`config.mk`:
```
export PLATFORM = sky130hd
export DESIGN_NAME = multicart_bank_mapper_top
export DESIGN_NICKNAME = d
export VERILOG_FILES = /design/src/hdl/mcbm_pkg.sv /design/src/hdl/multicart_bank_mapper_top.sv /design/src/hdl/mcbm_in_stage.sv /design/src/hdl/mcbm_core.sv /design/src/hdl/mcbm_out_stage.sv
export SDC_FILE = /design/constraint.sdc
export NUM_CORES = 1
export LEC_CHECK = 0
export ABC_AREA = 1
export BUFFER_PORTS_ARGS = -buffer_cell sky130_fd_sc_hd__buf_2
export CAP_MARGIN = 20
export CORE_MARGIN = 5
export CORE_UTILIZATION = 56
export CTS_CLUSTER_DIAMETER = 80
export DETAILED_ROUTE_END_ITERATION = 8
export GPL_TIMING_DRIVEN = 0
export PLACE_DENSITY = 0.86
export SYNTH_ARGS = -nofsm -noshare
export SYNTH_HDL_FRONTEND = slang
export SYNTH_HIERARCHICAL = 1
export SYNTH_SLANG_ARGS = --single-unit
```
`constraint.sdc`:
```
create_clock -name clk -period 6.6 [get_ports clk]
set_input_delay 1.32 -clock clk [delete_from_list [all_inputs] [get_ports clk]]
set_output_delay 1.32 -clock clk [all_outputs]
set_load 0.005 [all_outputs]
```
`src/hdl/mcbm_pkg.sv`:
```
// shared types and constants for the multicart bank mapper
// no dependencies
`default_nettype none

package mcbm_pkg;

    localparam int CMD_W   = 2;
    localparam int ADDR_W  = 16;
    localparam int DATA_W  = 8;
    localparam int BANK_W  = 4;
    localparam int PAD_W   = 2;

    localparam logic [CMD_W-1:0] CMD_WRITE = 2'd0;
    localparam logic [CMD_W-1:0] CMD_READ  = 2'd1;
    localparam logic [CMD_W-1:0] CMD_RESET = 2'd2;

    // address window of the outer registers, 0x6000-0x7fff
    localparam logic [2:0] OUTER_WIN = 3'b011;

    // outer prg register bits
    localparam int PRG_MODE16_BIT = 3;
    localparam int PRG_MIRROR_BIT = 4;
    localparam int PRG_LOCK_BIT   = 5;
    localparam int PRG_HIGH_BIT   = 6;

    // outer chr register bits
    localparam int CHR_NOLATCH_BIT = 4;
    localparam int CHR_ONELATCH_BIT = 5;

    localparam logic [PAD_W-1:0] PAD_LAST = 2'd2;

    typedef struct packed {
        logic [CMD_W-1:0]  cmd;
        logic [ADDR_W-1:0] addr;
        logic [DATA_W-1:0] wdata;
    } item_t;

    typedef struct packed {
        logic [BANK_W-1:0] prg_bank_lo;
        logic [BANK_W-1:0] prg_bank_hi;
        logic [BANK_W-1:0] chr_bank;
        logic              mirror_vertical;
        logic              open_bus;
        logic              rom_read;
    } result_t;

endpackage

`default_nettype wire

```
`src/hdl/multicart_bank_mapper_top.sv`:
```
// top level of the multicart bank mapper
// depends on mcbm_pkg, mcbm_in_stage, mcbm_core, mcbm_out_stage
//
//  channel   handshake            payload
//  input     in_valid / in_stall  cmd, addr, wdata
//  result    out_valid/out_stall  prg_bank_lo, prg_bank_hi, chr_bank,
//                                 mirror_vertical, open_bus, rom_read
//
// one item per cycle while neither side stalls; each item passes from acceptance to
// its result through the input register and then the result register
// rst_n clears all mapper registers and the pad setting
// a stall at the result side backs up into in_stall within the same cycle once
// both registers hold an item
`default_nettype none

module multicart_bank_mapper_top
    import mcbm_pkg::*;
(
    input  wire logic              clk,
    input  wire logic              rst_n,
    input  wire logic              in_valid,
    output logic                   in_stall,
    input  wire logic [CMD_W-1:0]  cmd,
    input  wire logic [ADDR_W-1:0] addr,
    input  wire logic [DATA_W-1:0] wdata,
    output logic                   out_valid,
    input  wire logic              out_stall,
    output logic [BANK_W-1:0]      prg_bank_lo,
    output logic [BANK_W-1:0]      prg_bank_hi,
    output logic [BANK_W-1:0]      chr_bank,
    output logic                   mirror_vertical,
    output logic                   open_bus,
    output logic                   rom_read
);

    logic    advance;
    logic    res_blocked;
    item_t   item;
    result_t result;
    result_t res_q;

    mcbm_in_stage u_in
    (
        .clk         (clk),
        .rst_n       (rst_n),
        .in_valid    (in_valid),
        .in_stall    (in_stall),
        .cmd         (cmd),
        .addr        (addr),
        .wdata       (wdata),
        .res_blocked (res_blocked),
        .advance     (advance),
        .item        (item)
    );

    mcbm_core u_core
    (
        .clk     (clk),
        .rst_n   (rst_n),
        .advance (advance),
        .item    (item),
        .result  (result)
    );

    mcbm_out_stage u_out
    (
        .clk         (clk),
        .rst_n       (rst_n),
        .advance     (advance),
        .result      (result),
        .res_blocked (res_blocked),
        .out_valid   (out_valid),
        .out_stall   (out_stall),
        .res_q       (res_q)
    );

    assign prg_bank_lo     = res_q.prg_bank_lo;
    assign prg_bank_hi     = res_q.prg_bank_hi;
    assign chr_bank        = res_q.chr_bank;
    assign mirror_vertical = res_q.mirror_vertical;
    assign open_bus        = res_q.open_bus;
    assign rom_read        = res_q.rom_read;

endmodule

`default_nettype wire

```
`src/hdl/mcbm_in_stage.sv`:
```
// input register of the multicart bank mapper
// depends on mcbm_pkg
`default_nettype none

module mcbm_in_stage
    import mcbm_pkg::*;
(
    input  wire logic              clk,
    input  wire logic              rst_n,
    input  wire logic              in_valid,
    output logic                   in_stall,
    input  wire logic [CMD_W-1:0]  cmd,
    input  wire logic [ADDR_W-1:0] addr,
    input  wire logic [DATA_W-1:0] wdata,
    input  wire logic              res_blocked,
    output logic                   advance,
    output item_t                  item
);

    logic  valid_reg;
    item_t item_reg;

    // the held item moves on whenever the result register can take it
    assign advance  = valid_reg & ~res_blocked;
    assign in_stall = valid_reg & res_blocked;
    assign item     = item_reg;

    always_ff @(posedge clk or negedge rst_n)
    begin
        if (!rst_n)
        begin
            valid_reg <= 1'b0;
        end
        else if (!in_stall)
        begin
            valid_reg <= in_valid;
        end
    end

    always_ff @(posedge clk)
    begin
        if (!in_stall && in_valid)
        begin
            item_reg.cmd   <= cmd;
            item_reg.addr  <= addr;
            item_reg.wdata <= wdata;
        end
    end

endmodule

`default_nettype wire

```
`src/hdl/mcbm_core.sv`:
```
// mapper state and bank mapping logic
// depends on mcbm_pkg
`default_nettype none

module mcbm_core
    import mcbm_pkg::*;
(
    input  wire logic  clk,
    input  wire logic  rst_n,
    input  wire logic  advance,
    input  wire item_t item,
    output result_t    result
);

    logic [DATA_W-1:0] prg_reg, prg_next;
    logic [DATA_W-1:0] chr_reg, chr_next;
    logic [DATA_W-1:0] latch_reg, latch_next;
    logic [PAD_W-1:0]  pad_reg, pad_next;

    logic              upper;
    logic              outer_win;
    logic [BANK_W-1:0] prg_base;
    logic [BANK_W-1:0] chr_base;
    logic [1:0]        latch_mask;
    logic              obus_hit;

    always_comb
    begin
        upper     = item.addr[ADDR_W-1];
        outer_win = (item.addr[ADDR_W-1:ADDR_W-3] == OUTER_WIN);
        prg_next  = prg_reg;
        chr_next  = chr_reg;
        latch_next = latch_reg;
        pad_next  = pad_reg;
        obus_hit  = ((chr_reg[7:6] & pad_reg) != 2'd0);

        case (item.cmd)
            CMD_WRITE:
            begin
                if (upper)
                begin
                    latch_next = item.wdata;
                end
                else if (outer_win && !prg_reg[PRG_LOCK_BIT])
                begin
                    if (item.addr[0])
                        chr_next = item.wdata;
                    else
                        prg_next = item.wdata;
                end
            end
            CMD_RESET:
            begin
                pad_next   = (pad_reg >= PAD_LAST) ? '0 : pad_reg + 2'd1;
                prg_next   = '0;
                chr_next   = '0;
                latch_next = '0;
            end
            default:
            begin
            end
        endcase

        // mapping is taken from the state after the item
        prg_base = {prg_next[PRG_HIGH_BIT], prg_next[2:0]};
        chr_base = {prg_next[PRG_HIGH_BIT], chr_next[2:0]};

        if (chr_next[CHR_NOLATCH_BIT])
            latch_mask = 2'b00;
        else if (chr_next[CHR_ONELATCH_BIT])
            latch_mask = 2'b01;
        else
            latch_mask = 2'b11;

        if (prg_next[PRG_MODE16_BIT])
        begin
            result.prg_bank_lo = prg_base;
            result.prg_bank_hi = prg_base;
        end
        else
        begin
            result.prg_bank_lo = {prg_base[BANK_W-1:1], 1'b0};
            result.prg_bank_hi = {prg_base[BANK_W-1:1], 1'b1};
        end

        result.chr_bank = {chr_base[BANK_W-1:2],
                           (chr_base[1:0] & ~latch_mask) | (latch_next[1:0] & latch_mask)};
        result.mirror_vertical = ~prg_next[PRG_MIRROR_BIT];
        result.open_bus = (item.cmd == CMD_READ) && upper && obus_hit;
        result.rom_read = (item.cmd == CMD_READ) && upper && !obus_hit;
    end

    always_ff @(posedge clk or negedge rst_n)
    begin
        if (!rst_n)
        begin
            prg_reg   <= '0;
            chr_reg   <= '0;
            latch_reg <= '0;
            pad_reg   <= '0;
        end
        else if (advance)
        begin
            prg_reg   <= prg_next;
            chr_reg   <= chr_next;
            latch_reg <= latch_next;
            pad_reg   <= pad_next;
        end
    end

endmodule

`default_nettype wire

```
`src/hdl/mcbm_out_stage.sv`:
```
// result register of the multicart bank mapper
// depends on mcbm_pkg
`default_nettype none

module mcbm_out_stage
    import mcbm_pkg::*;
(
    input  wire logic    clk,
    input  wire logic    rst_n,
    input  wire logic    advance,
    input  wire result_t result,
    output logic         res_blocked,
    output logic         out_valid,
    input  wire logic    out_stall,
    output result_t      res_q
);

    logic    valid_reg;
    result_t res_reg;

    assign res_blocked = valid_reg & out_stall;
    assign out_valid   = valid_reg;
    assign res_q       = res_reg;

    always_ff @(posedge clk or negedge rst_n)
    begin
        if (!rst_n)
        begin
            valid_reg <= 1'b0;
        end
        else if (!res_blocked)
        begin
            valid_reg <= advance;
        end
    end

    always_ff @(posedge clk)
    begin
        if (advance)
        begin
            res_reg <= result;
        end
    end

endmodule

`default_nettype wire

```
==> metrics.md, run 1 <==
| Metric | Value |
|---|---|
| Max_slew headroom | `38.1%` |
| Pin count of the biggest net entering global routing | `21` |
| Most used cell, CP | `inv_1` |
| Antenna Nets Post-Route | `0` |
| Synth Net Count | `246` |
| Clk slew on worst S/H paths | `0.08 ns` |
| Global-route wire length before repair | `6890 um` |
| Syn. warnings | `6` |
| Setup_tns | `0 ns` |
| # Post-CTS Setup Buffers | `0` |
| Combinational power share | `14.8%` |
| R2R Setup Slk | `4.09 ns` |
| Setup CP Type | `primary input to flip-flop` |
| Worst EP required | `6.82 ns` |
| Commonest non-fill, non-tap cells in the layout | `nand2_1 (51), buf_2 (34), inv_1 (34)` |
| Hold slack | `0.501 ns` |
| Post-Syn Area | `2160 um2` |
| Routed WL per cell | `13.1 um` |
| CP Data Arrival Time | `3.45 ns` |
| Ports | `47` |
| Gpl congestion | `0.913` |
| CP max stage cell | `nor2_2` |
| # setup viols final | `0` |
| Clock power share | `29.8%` |
| Worst-case clock buffer depth | `2` |
| CP startpoint kind | `primary input` |
| Synth-to-Final Area Change | `16.0%` |
| # diodes | `0` |
| Sequential share of power | `55.4%` |
| Outcome | `complete, no violations` |
| RSZ-0062 raised after global routing | `false` |
| Pint | `0.515 mW` |
| Worst slew pin tran | `0.927 ns` |
| Max Clock Freq | `310 MHz` |
| Vias in the first global route | `1480` |
| Final nets | `288` |
| Largest register FFs | `15` |
| Crit-path cells | `buf_2 > nand2_1 > inv_1 > nor2_2 > inv_1 > nor2_4 > inv_2 > nor2_1 > nand3_1 > o21ai_0` |
| Post-cts sizing count | `0` |
| Mapped Cells | `216` |
| Power consumption | `0.684 mW` |
| Number of max-cap violations | `0` |
| Global Route Usage Sum | `17.5%` |
| Net Sw Frac | `24.8%` |
| Place WS | `3.09 ns` |
| Worst-Skew Late Latency | `0.30 ns` |
| DRT Wirelength | `4030 um` |
| PD cells | `273 nW/um2` |
| Minimum clock period | `3.22 ns` |
| Via Count | `1601` |
| Total grt overflow | `0` |
| DRC | `0` |
| Starting DRT DRC Count | `115` |
| Crit end category | `flip-flop` |
| Hold WC Path Type | `flip-flop to flip-flop` |
| LEAKAGE | `1.18 nW` |
| CTS H-tree lvls | `2` |
| Chip Width | `72.2 um` |
| Initial antenna violation count | `0` |
| Mean Syn Cell Area | `10.0 um2` |
| Rows | `22` |
| Area of the core | `3690 um2` |
| Hpwl dp | `2950 um` |
| Die Span Y | `72.2 um` |
| Layout cell share with drive strength beyond 1 | `23.9%` |
| Skew final | `0.00717 ns` |
| Max-slew violation count | `0` |
| CP max stage delay | `0.72 ns` |
| Period Utilization, post-route | `48.9%` |
| Initial Util | `58.6%` |
| Clock Sink Count | `49` |
| VDD IR max | `237 uV` |
| Post-CTS Hold Fix Bufs | `0` |
| PnR worst setup slack | `3.38 ns` |
| Most common cell after layout, fill and taps aside | `nand2_1` |
| Drt pass-1 iters | `4` |
| Final Hold Fails | `0` |
| Root Driver | `clkbuf_8` |
| CP Max Fanout | `19` |
| CTS tree | `done` |
| TritonCTS Buffers | `5` |
| Sw Pwr | `0.170 mW` |
| Port bufs | `34` |
| Vias per inst | `5.21` |
| Die ar. | `5210 um2` |
==> stage by stage <==
| stage | cell area [um2] | cells | utilization (%) |
|---|---|---|---|
| after floorplan | 2160 | 216 | - |
| after global placement | 2390 | 298 | 64.9 |
| after detailed placement | 2400 | 298 | 65.0 |
| after CTS | 2500 | 306 | 67.8 |
| after global routing | 2510 | 307 | 68.0 |
| final | 2510 | 307 | 68.0 |
==> layout make-up <==
type	count	area (um2)
Buffer	11	78.8
Clock inverter	2	33.8
Inverter	37	139
Tap cell	48	60.1
Sequential cell	49	1370
Multi-Input combinational cell	119	577
Clock buffer	6	72.6
Fill cell	294	1180
Timing Repair Buffer	35	178
==> worst max-delay path: cells and delay by family <==
kind	cells	cell delay, ns
AOI/OAI and AO/OA	1	0.09
buffers and inverters	4	0.62
and+or+nand+nor	5	1.40
==> routing by layer <==
| layer | part of all wire [%] | global-route usage (%) | vias up |
|---|---|---|---|
| met3 | 9.2 | 5.54 | 7 |
| met1 | 40 | 22.2 | 738 |
| met5 | 0 | 0 | - |
| li1 | - | - | 788 |
| met2 | 49 | 28.2 | 68 |
| met4 | 1.8 | 6.47 | 0 |
==> power groups by stage <==
stage,Sequential (mW),Clock [mW],Combinational (mW)
detailed placement,0.386,0,0.101
global placement,0.385,0,0.0960
CTS,0.379,0.208,0.101
finish,0.379,0.204,0.101
floorplan,0.384,0,0.0642
global route,0.383,0.225,0.115
==> final timing paths <==
path	from	endpoint	cells after the start
max reg2reg	u_out/out_valid	u_core/pad_reg[1]	9
min in group asynchronous	rst_n	u_out/out_valid	1
min	u_core/prg_reg[1]	u_core/prg_reg[1]	2
max	out_stall	u_core/pad_reg[1]	10
min reg2reg	u_core/prg_reg[1]	u_core/prg_reg[1]	2
max in group asynchronous	rst_n	u_core/chr_reg[4]	1
No activity file was read; power rests on OpenSTA's default activity.
==> inputs of run 2 (changes only) <==
--- a/config.mk
+++ b/config.mk
@@ -5,15 +5,15 @@
 export SDC_FILE = /design/constraint.sdc
 export NUM_CORES = 1
 export LEC_CHECK = 0
-export ABC_AREA = 1
+export ABC_AREA = 0
 export BUFFER_PORTS_ARGS = -buffer_cell sky130_fd_sc_hd__buf_2
 export CAP_MARGIN = 20
 export CORE_MARGIN = 5
-export CORE_UTILIZATION = 56
+export CORE_UTILIZATION = 50
 export CTS_CLUSTER_DIAMETER = 80
 export DETAILED_ROUTE_END_ITERATION = 8
 export GPL_TIMING_DRIVEN = 0
-export PLACE_DENSITY = 0.86
+export PLACE_DENSITY = 0.82
 export SYNTH_ARGS = -nofsm -noshare
 export SYNTH_HDL_FRONTEND = slang
 export SYNTH_HIERARCHICAL = 1
==> constraint.sdc (replaced) <==
create_clock -name clk -period 2.9 [get_ports clk]
set_input_delay 0.58 -clock clk [delete_from_list [all_inputs] [get_ports clk]]
set_output_delay 0.58 -clock clk [all_outputs]
set_load 0.005 [all_outputs]
==> run 2 against run 1 <==
Count of clock-buffer cells in the layout rose by 1; setup slack worse by 2.7 ns; critical endpoint is now u_core/prg_reg[2]; register-to-register slack got worse by 3.4 ns; largest cell class unchanged; sequential share of layout area fell by 0.24 points; non-clock buffer count increased by 6.
==> metrics.md, run 2 <==
| Metric | Value |
|---|---|
| Outcome | `complete, no violations` |
| Drt pass-1 iters | `5 (+1)` |
| Hpwl dp | `2950 um (-0.21%)` |
| Reg2reg path depth | `7 (-2)` |
| Commonest non-fill, non-tap cells in the layout | `buf_2 (37), edfxtp_1 (29), a22oi_1 (24), nand2_1 (24), dfrtp_1 (20)` |
| Period Utilization, post-route | `77.0%` |
| Setup CP Type | `flip-flop to flip-flop` |
| Port bufs | `34 (unchanged)` |
| Max-slew violation count | `0 (unchanged)` |
| Chip Width | `76.3 um (+5.8%)` |
| Routed WL per cell | `15.1 um (+15%)` |
| Rows | `24 (+9.1%)` |
| Antenna Nets Post-Route | `0 (unchanged)` |
| Vias in the first global route | `1517 (+2.5%)` |
| RSZ-0062 raised after global routing | `false` |
| Area of the core | `4320 um2 (+17%)` |
| Max Clock Freq | `448 MHz` |
| Mean Syn Cell Area | `11.9 um2 (+19%)` |
| # Post-CTS Setup Buffers | `0 (unchanged)` |
| Pin count of the biggest net entering global routing | `21 (unchanged)` |
| CTS tree | `done` |
| Layout cell share with drive strength beyond 1 | `25.6% (+1.6 points)` |
| Crit-path cells | `and2_1 > and2b_2 > nand2b_1 > clkbuf_1 > nor2_1 > a22oi_1 > o21ai_0` |
| Clock Sink Count | `49 (unchanged)` |
| Max_slew headroom | `49.3% (+11 points)` |
| Root Driver | `clkbuf_8` |
| Ports | `47 (unchanged)` |
| Die ar. | `5820 um2 (+12%)` |
| CP max stage cell | `and2b_2` |
| DRT Wirelength | `4210 um (+4.5%)` |
| Worst slew pin tran | `0.755 ns (-0.172 ns)` |
| Clk slew on worst S/H paths | `0.08 ns (about the same)` |
| DRC | `0 (unchanged)` |
| Initial antenna violation count | `0 (unchanged)` |
| Post-CTS Hold Fix Bufs | `0 (unchanged)` |
| Number of max-cap violations | `0 (unchanged)` |
| Setup_tns | `0 ns (unchanged)` |
| Worst EP required | `3.12 ns (-3.70 ns)` |
| Vias per inst | `5.67 (+8.7%)` |
| Minimum clock period | `2.23 ns` |
| Skew final | `0.00708 ns (-0.0000940 ns)` |
| Mapped Cells | `184 (-15%)` |
| CP startpoint kind | `flip-flop` |
| Hold WC Path Type | `primary input to asynchronous set/reset pin` |
| Crit path capture | `u_core/prg_reg[2]` |
| R2R Setup Slk | `0.67 ns (-3.42 ns)` |
| PD cells | `682 nW/um2 (+150%)` |
| CP Max Fanout | `18 (-1)` |
| Final Hold Fails | `0 (unchanged)` |
| Via Count | `1581 (-1.2%)` |
| Worst-Skew Late Latency | `0.31 ns (about the same)` |
| Initial Util | `50.8% (-7.8 points)` |
| CTS H-tree lvls | `2 (unchanged)` |
| LEAKAGE | `1.06 nW (-9.9%)` |
| Total grt overflow | `0 (unchanged)` |
| Global-route wire length before repair | `7070 um (+2.6%)` |
| # diodes | `0 (unchanged)` |
| CP Data Arrival Time | `2.45 ns (-1.00 ns)` |
| VDD IR max | `404 uV (+70%)` |
| Largest register FFs | `15 (unchanged)` |
| CP max stage delay | `0.48 ns (-0.24 ns)` |
| Syn. warnings | `6 (unchanged)` |
| R2r endpoint | `u_core/prg_reg[2]` |
| Worst-case clock buffer depth | `2 (unchanged)` |
| Synth Net Count | `214 (-13%)` |
| Finished Cell Area | `2520 um2 (+0.45%)` |
| Global Route Usage Sum | `15.1% (-2.5 points)` |
| # setup viols final | `0 (unchanged)` |
| Inst Count DP | `271 (-9.1%)` |
| Starting DRT DRC Count | `122 (+6.1%)` |
| Die Span Y | `76.3 um (+5.8%)` |
| TritonCTS Buffers | `5 (unchanged)` |
| Area after DPL | `2440 um2 (+1.9%)` |
| Filler Cell Count | `361 (+23%)` |
| Non-filler instance count after layout | `279 (-9.1%)` |
| Crit end category | `flip-flop` |
| Post-Syn Area | `2200 um2 (+1.6%)` |
| Worst reg2reg path startpoint | `u_out/out_valid` |
| Post-cts sizing count | `0 (unchanged)` |
| Place WS | `0.377 ns (-2.71 ns)` |
| Gpl congestion | `0.862 (-5.6%)` |
| Final nets | `256 (-11%)` |
| PnR worst setup slack | `0.666 ns (-2.71 ns)` |
| Synth-to-Final Area Change | `14.7%` |
| Crit path launch | `u_out/out_valid` |
| Most common cell after layout, fill and taps aside | `buf_2` |
[run 2: through the flow]
step / hold slack, ns / power [mW] / utilization (%)
2_1_floorplan: 0.284 / 1.23 / -
3_3_place_gp: 0.480 / 1.33 / 56.3
3_5_place_dp: 0.492 / 1.35 / 56.5
4_1_cts: 0.237 / 1.73 / 58.3
5_1_grt: 0.242 / 1.82 / 58.3
6_report: 0.218 / 1.72 / 58.3
[run 2: worst max-delay path, delay by kind of cell (launching register included)]
family	cells	cell delay, ns
AOI/OAI and AO/OA	2	0.32
DFF	1	0.39
buffers and inverters	1	0.22
and+or+nand+nor	4	1.21
[run 2: worst min-delay path by stage]
| stage | cells after the start | to |
|---|---|---|
| floorplan | 0 | u_core/chr_reg[0] |
| global placement | 1 | u_out/out_valid |
| detailed placement | 1 | u_core/latch_reg[0] |
| CTS | 1 | u_core/prg_reg[6] |
| global route | 1 | u_core/prg_reg[1] |
| finish | 1 | u_core/prg_reg[6] |
[run 2: where the power goes]
group	internal, mW	switching (mW)
Clock	0.168	0.209
Sequential	0.880	0.0965
Combinational	0.194	0.171
[run 2: metal layers]
layer	track usage [%]	routed length (um)	share of wire, %
met2	24.2	2060	49
met3	4.96	295	7.0
met4	5.94	68	1.6
met5	0	0	0
met1	18.8	1790	43
[run 2: area by class of cell]
cell class	count	area (um2)	area share, %
well taps	52	65.1	2.58
plain buffers	17	97.6	3.87
repair buffers	35	178	7.05
flip-flops and latches	49	1370	54.4
multi-input cells	116	722	28.6
clock buffers	7	76.3	3.03
clock inverters	1	3.75	0.149
inverters	2	7.51	0.298
==> inputs of run 3 (changes only) <==
==> constraint.sdc (replaced) <==
create_clock -name clk -period 1.84 [get_ports clk]
set_input_delay 0.368 -clock clk [delete_from_list [all_inputs] [get_ports clk]]
set_output_delay 0.368 -clock clk [all_outputs]
set_load 0.005 [all_outputs]
==> run 3 against run 2 <==
The run now ends with negative setup slack left; via count up 1.1%; clock skew down 0.0019 ns; first-iteration DRC count down 31%; critical path depth down 2; sequential power up 59%; largest cell class unchanged; largest power group unchanged; highest routed layer unchanged.
==> metrics.md, run 3 (same netlist as run 2, synthesis figures left out) <==
| Metric | Value |
|---|---|
| Net Sw Frac | `26.2% (-1.5 points)` |
| # setup viols final | `1 (+1)` |
| Setup CP Type | `flip-flop to flip-flop` |
| Sw Pwr | `0.769 mW (+61%)` |
| Final nets | `261 (+2.0%)` |
| Max Clock Freq | `538 MHz (+20%)` |
| Register area | `1370 um2 (unchanged)` |
| Max_slew headroom | `66.0% (+17 points)` |
| Initial antenna violation count | `0 (unchanged)` |
| Pin count of the biggest net entering global routing | `21 (unchanged)` |
| Area of the core | `4320 um2 (unchanged)` |
| Combinational power share | `21.1% (about the same)` |
| Rows | `24 (unchanged)` |
| Gpl congestion | `0.872 (+1.1%)` |
| Max-slew violation count | `0 (unchanged)` |
| Synth-to-Final Area Change | `21.5%` |
| Routed WL per cell | `15.2 um (+0.88%)` |
| VDD IR max | `635 uV (+57%)` |
| Util after Layout | `61.8% (+3.5 points)` |
| Hold WC Path Type | `primary input to asynchronous set/reset pin` |
| Number of max-cap violations | `0 (unchanged)` |
| Skew final | `0.00522 ns (-0.00186 ns)` |
| Global-route wire length before repair | `7170 um (+1.5%)` |
| LEAKAGE | `1.13 nW (+6.2%)` |
| Die Span Y | `76.3 um (unchanged)` |
| Clk slew on worst S/H paths | `0.08 ns (about the same)` |
| Root Driver | `clkbuf_8` |
| CTS H-tree lvls | `2 (unchanged)` |
| Initial Util | `50.8% (unchanged)` |
| Total grt overflow | `0 (unchanged)` |
| TritonCTS Buffers | `5 (unchanged)` |
| Clock power share | `26.2% (+4.3 points)` |
| DRC | `0 (unchanged)` |
| CP Data Arrival Time | `1.91 ns (-0.54 ns)` |
| Worst EP required | `1.89 ns (-1.23 ns)` |
| DRT Wirelength | `4320 um (+2.7%)` |
| Failing checks | `negative setup slack` |
| Place WS | `-0.467 ns (-0.844 ns)` |
| Sequential share of power | `52.7% (-4.1 points)` |
| Area occupied by multi-input gates | `787 um2 (+9.0%)` |
| Die ar. | `5820 um2 (unchanged)` |
| Most common cell after layout, fill and taps aside | `buf_2` |
| Period Utilization, post-route | `101% (+24 points)` |
| R2R Setup Slk | `-0.02 ns (-0.68 ns)` |
| Port bufs | `34 (unchanged)` |
| Outcome | `complete, but fails checks` |
| Via Count | `1599 (+1.1%)` |
| Drt pass-1 iters | `5 (unchanged)` |
| Worst-Skew Late Latency | `0.30 ns (about the same)` |
| CTS tree | `done` |
| Starting DRT DRC Count | `84 (-31%)` |
| Vias per inst | `5.63 (-0.64%)` |
| Layout cell share with drive strength beyond 1 | `33.2% (+7.6 points)` |
| Worst slew pin tran | `0.510 ns (-0.244 ns)` |
| Commonest non-fill, non-tap cells in the layout | `buf_2 (36), edfxtp_1 (29), nand2_1 (24)` |
| Filler Cell Count | `359 (-0.55%)` |
| RSZ-0062 raised after global routing | `true` |
| Minimum clock period | `1.86 ns (-0.377 ns)` |
| Ports | `47 (unchanged)` |
| Crit-path cells | `nand4bb_4 > nor3_2 > a22oi_1 > o21ai_0 > nand2_1` |
| Largest register FFs | `15 (unchanged)` |
| CP max stage delay | `0.39 ns (-0.09 ns)` |
| CP startpoint kind | `flip-flop` |
| Clock Sink Count | `49 (unchanged)` |
| Global Route Usage Sum | `15.3% (+0.21 points)` |
| Vias in the first global route | `1554 (+2.4%)` |
| Hpwl dp | `2820 um (-4.5%)` |
| Pint | `2.17 mW (+74%)` |
| PnR worst setup slack | `-0.0171 ns (-0.683 ns)` |
| PD cells | `1100 nW/um2 (+61%)` |
| Worst-case clock buffer depth | `2 (unchanged)` |
| Final Hold Fails | `0 (unchanged)` |
| CP bufs+invs | `0 (-1)` |
| Crit end category | `flip-flop` |
| Antenna Nets Post-Route | `0 (unchanged)` |
| Chip Width | `76.3 um (unchanged)` |
| Top Family by Delay on Critical Path | `simple AND/OR/NAND/NOR gates` |
| CP max stage cell | `edfxtp_1` |
| CP Max Fanout | `6 (-12)` |
| # diodes | `0 (unchanged)` |
-- run 3: changes by cell type in the layout (fill, tap and decap cells not counted), sizes merged --
cell,previous run,this run
buf,47,53
bufinv,0,1
clkbuf,12,11
clkinv,1,0
-- run 3: per-layer routing --
metal | GRT usage [%] | share of wire, % | up-vias
li1 | - | - | 771
met1 | 19.1 | 40 | 740
met2 | 22.8 | 47 | 69
met3 | 4.61 | 7.5 | 19
met4 | 10.1 | 4.8 | 0
met5 | 0 | 0 | -
-- run 3: per-stage QoR --
step,std cells,total power [mW],hold WS (ns),area [um2],setup TNS (ns)
after CTS,281,2.91,0.0154,2590,0
after floorplan,184,1.94,0.0724,2200,0
after global placement,270,2.09,0.345,2430,-8.98
final,284,2.94,0.0160,2670,-0.0171
after global routing,284,3.11,0.0340,2670,-0.283
after detailed placement,271,2.13,0.344,2440,-7.39
-- run 3: final cells by class --
type / instances / share of cell area [%]
Timing Repair Buffer: 41 / 8.34
Multi-Input combinational cell: 116 / 29.5
Clock inverter: 1 / 1.12
Clock buffer: 7 / 3.23
Sequential cell: 49 / 51.3
Buffer: 16 / 3.79
Inverter: 2 / 0.281
Tap cell: 52 / 2.44
-- run 3: path summary, 6_finish.rpt --
kind	from	end	cells after the start
worst max-delay path	u_in/item[23]	u_out/res_q[7]	5
worst min-delay path	rst_n	u_core/pad_reg[1]	1
worst max register to register	u_in/item[23]	u_out/res_q[7]	5
worst min register to register	u_out/out_valid	u_out/out_valid	1
max in group asynchronous	rst_n	u_core/prg_reg[4]	1
min in group clk	addr[0]	u_in/item[8]	1
-- run 3: what timing repair did --
| item | 4_1_cts | 5_1_grt |
|---|---|---|
| gates resized for setup | 7 | 16 |
| hold buffers | 0 | 0 |
| setup endpoints to repair | 30 | 26 |
| setup buffers | 2 | 4 |
| pin swaps | 0 | 7 |
-- run 3: power groups by stage --
| stage | registers [mW] | clock network (mW) | logic (mW) |
|---|---|---|---|
| finish | 1.55 | 0.768 | 0.620 |
| global route | 1.58 | 0.838 | 0.698 |
| CTS | 1.54 | 0.795 | 0.582 |
| detailed placement | 1.56 | 0 | 0.565 |
| global placement | 1.55 | 0 | 0.544 |
| floorplan | 1.54 | 0 | 0.404 |
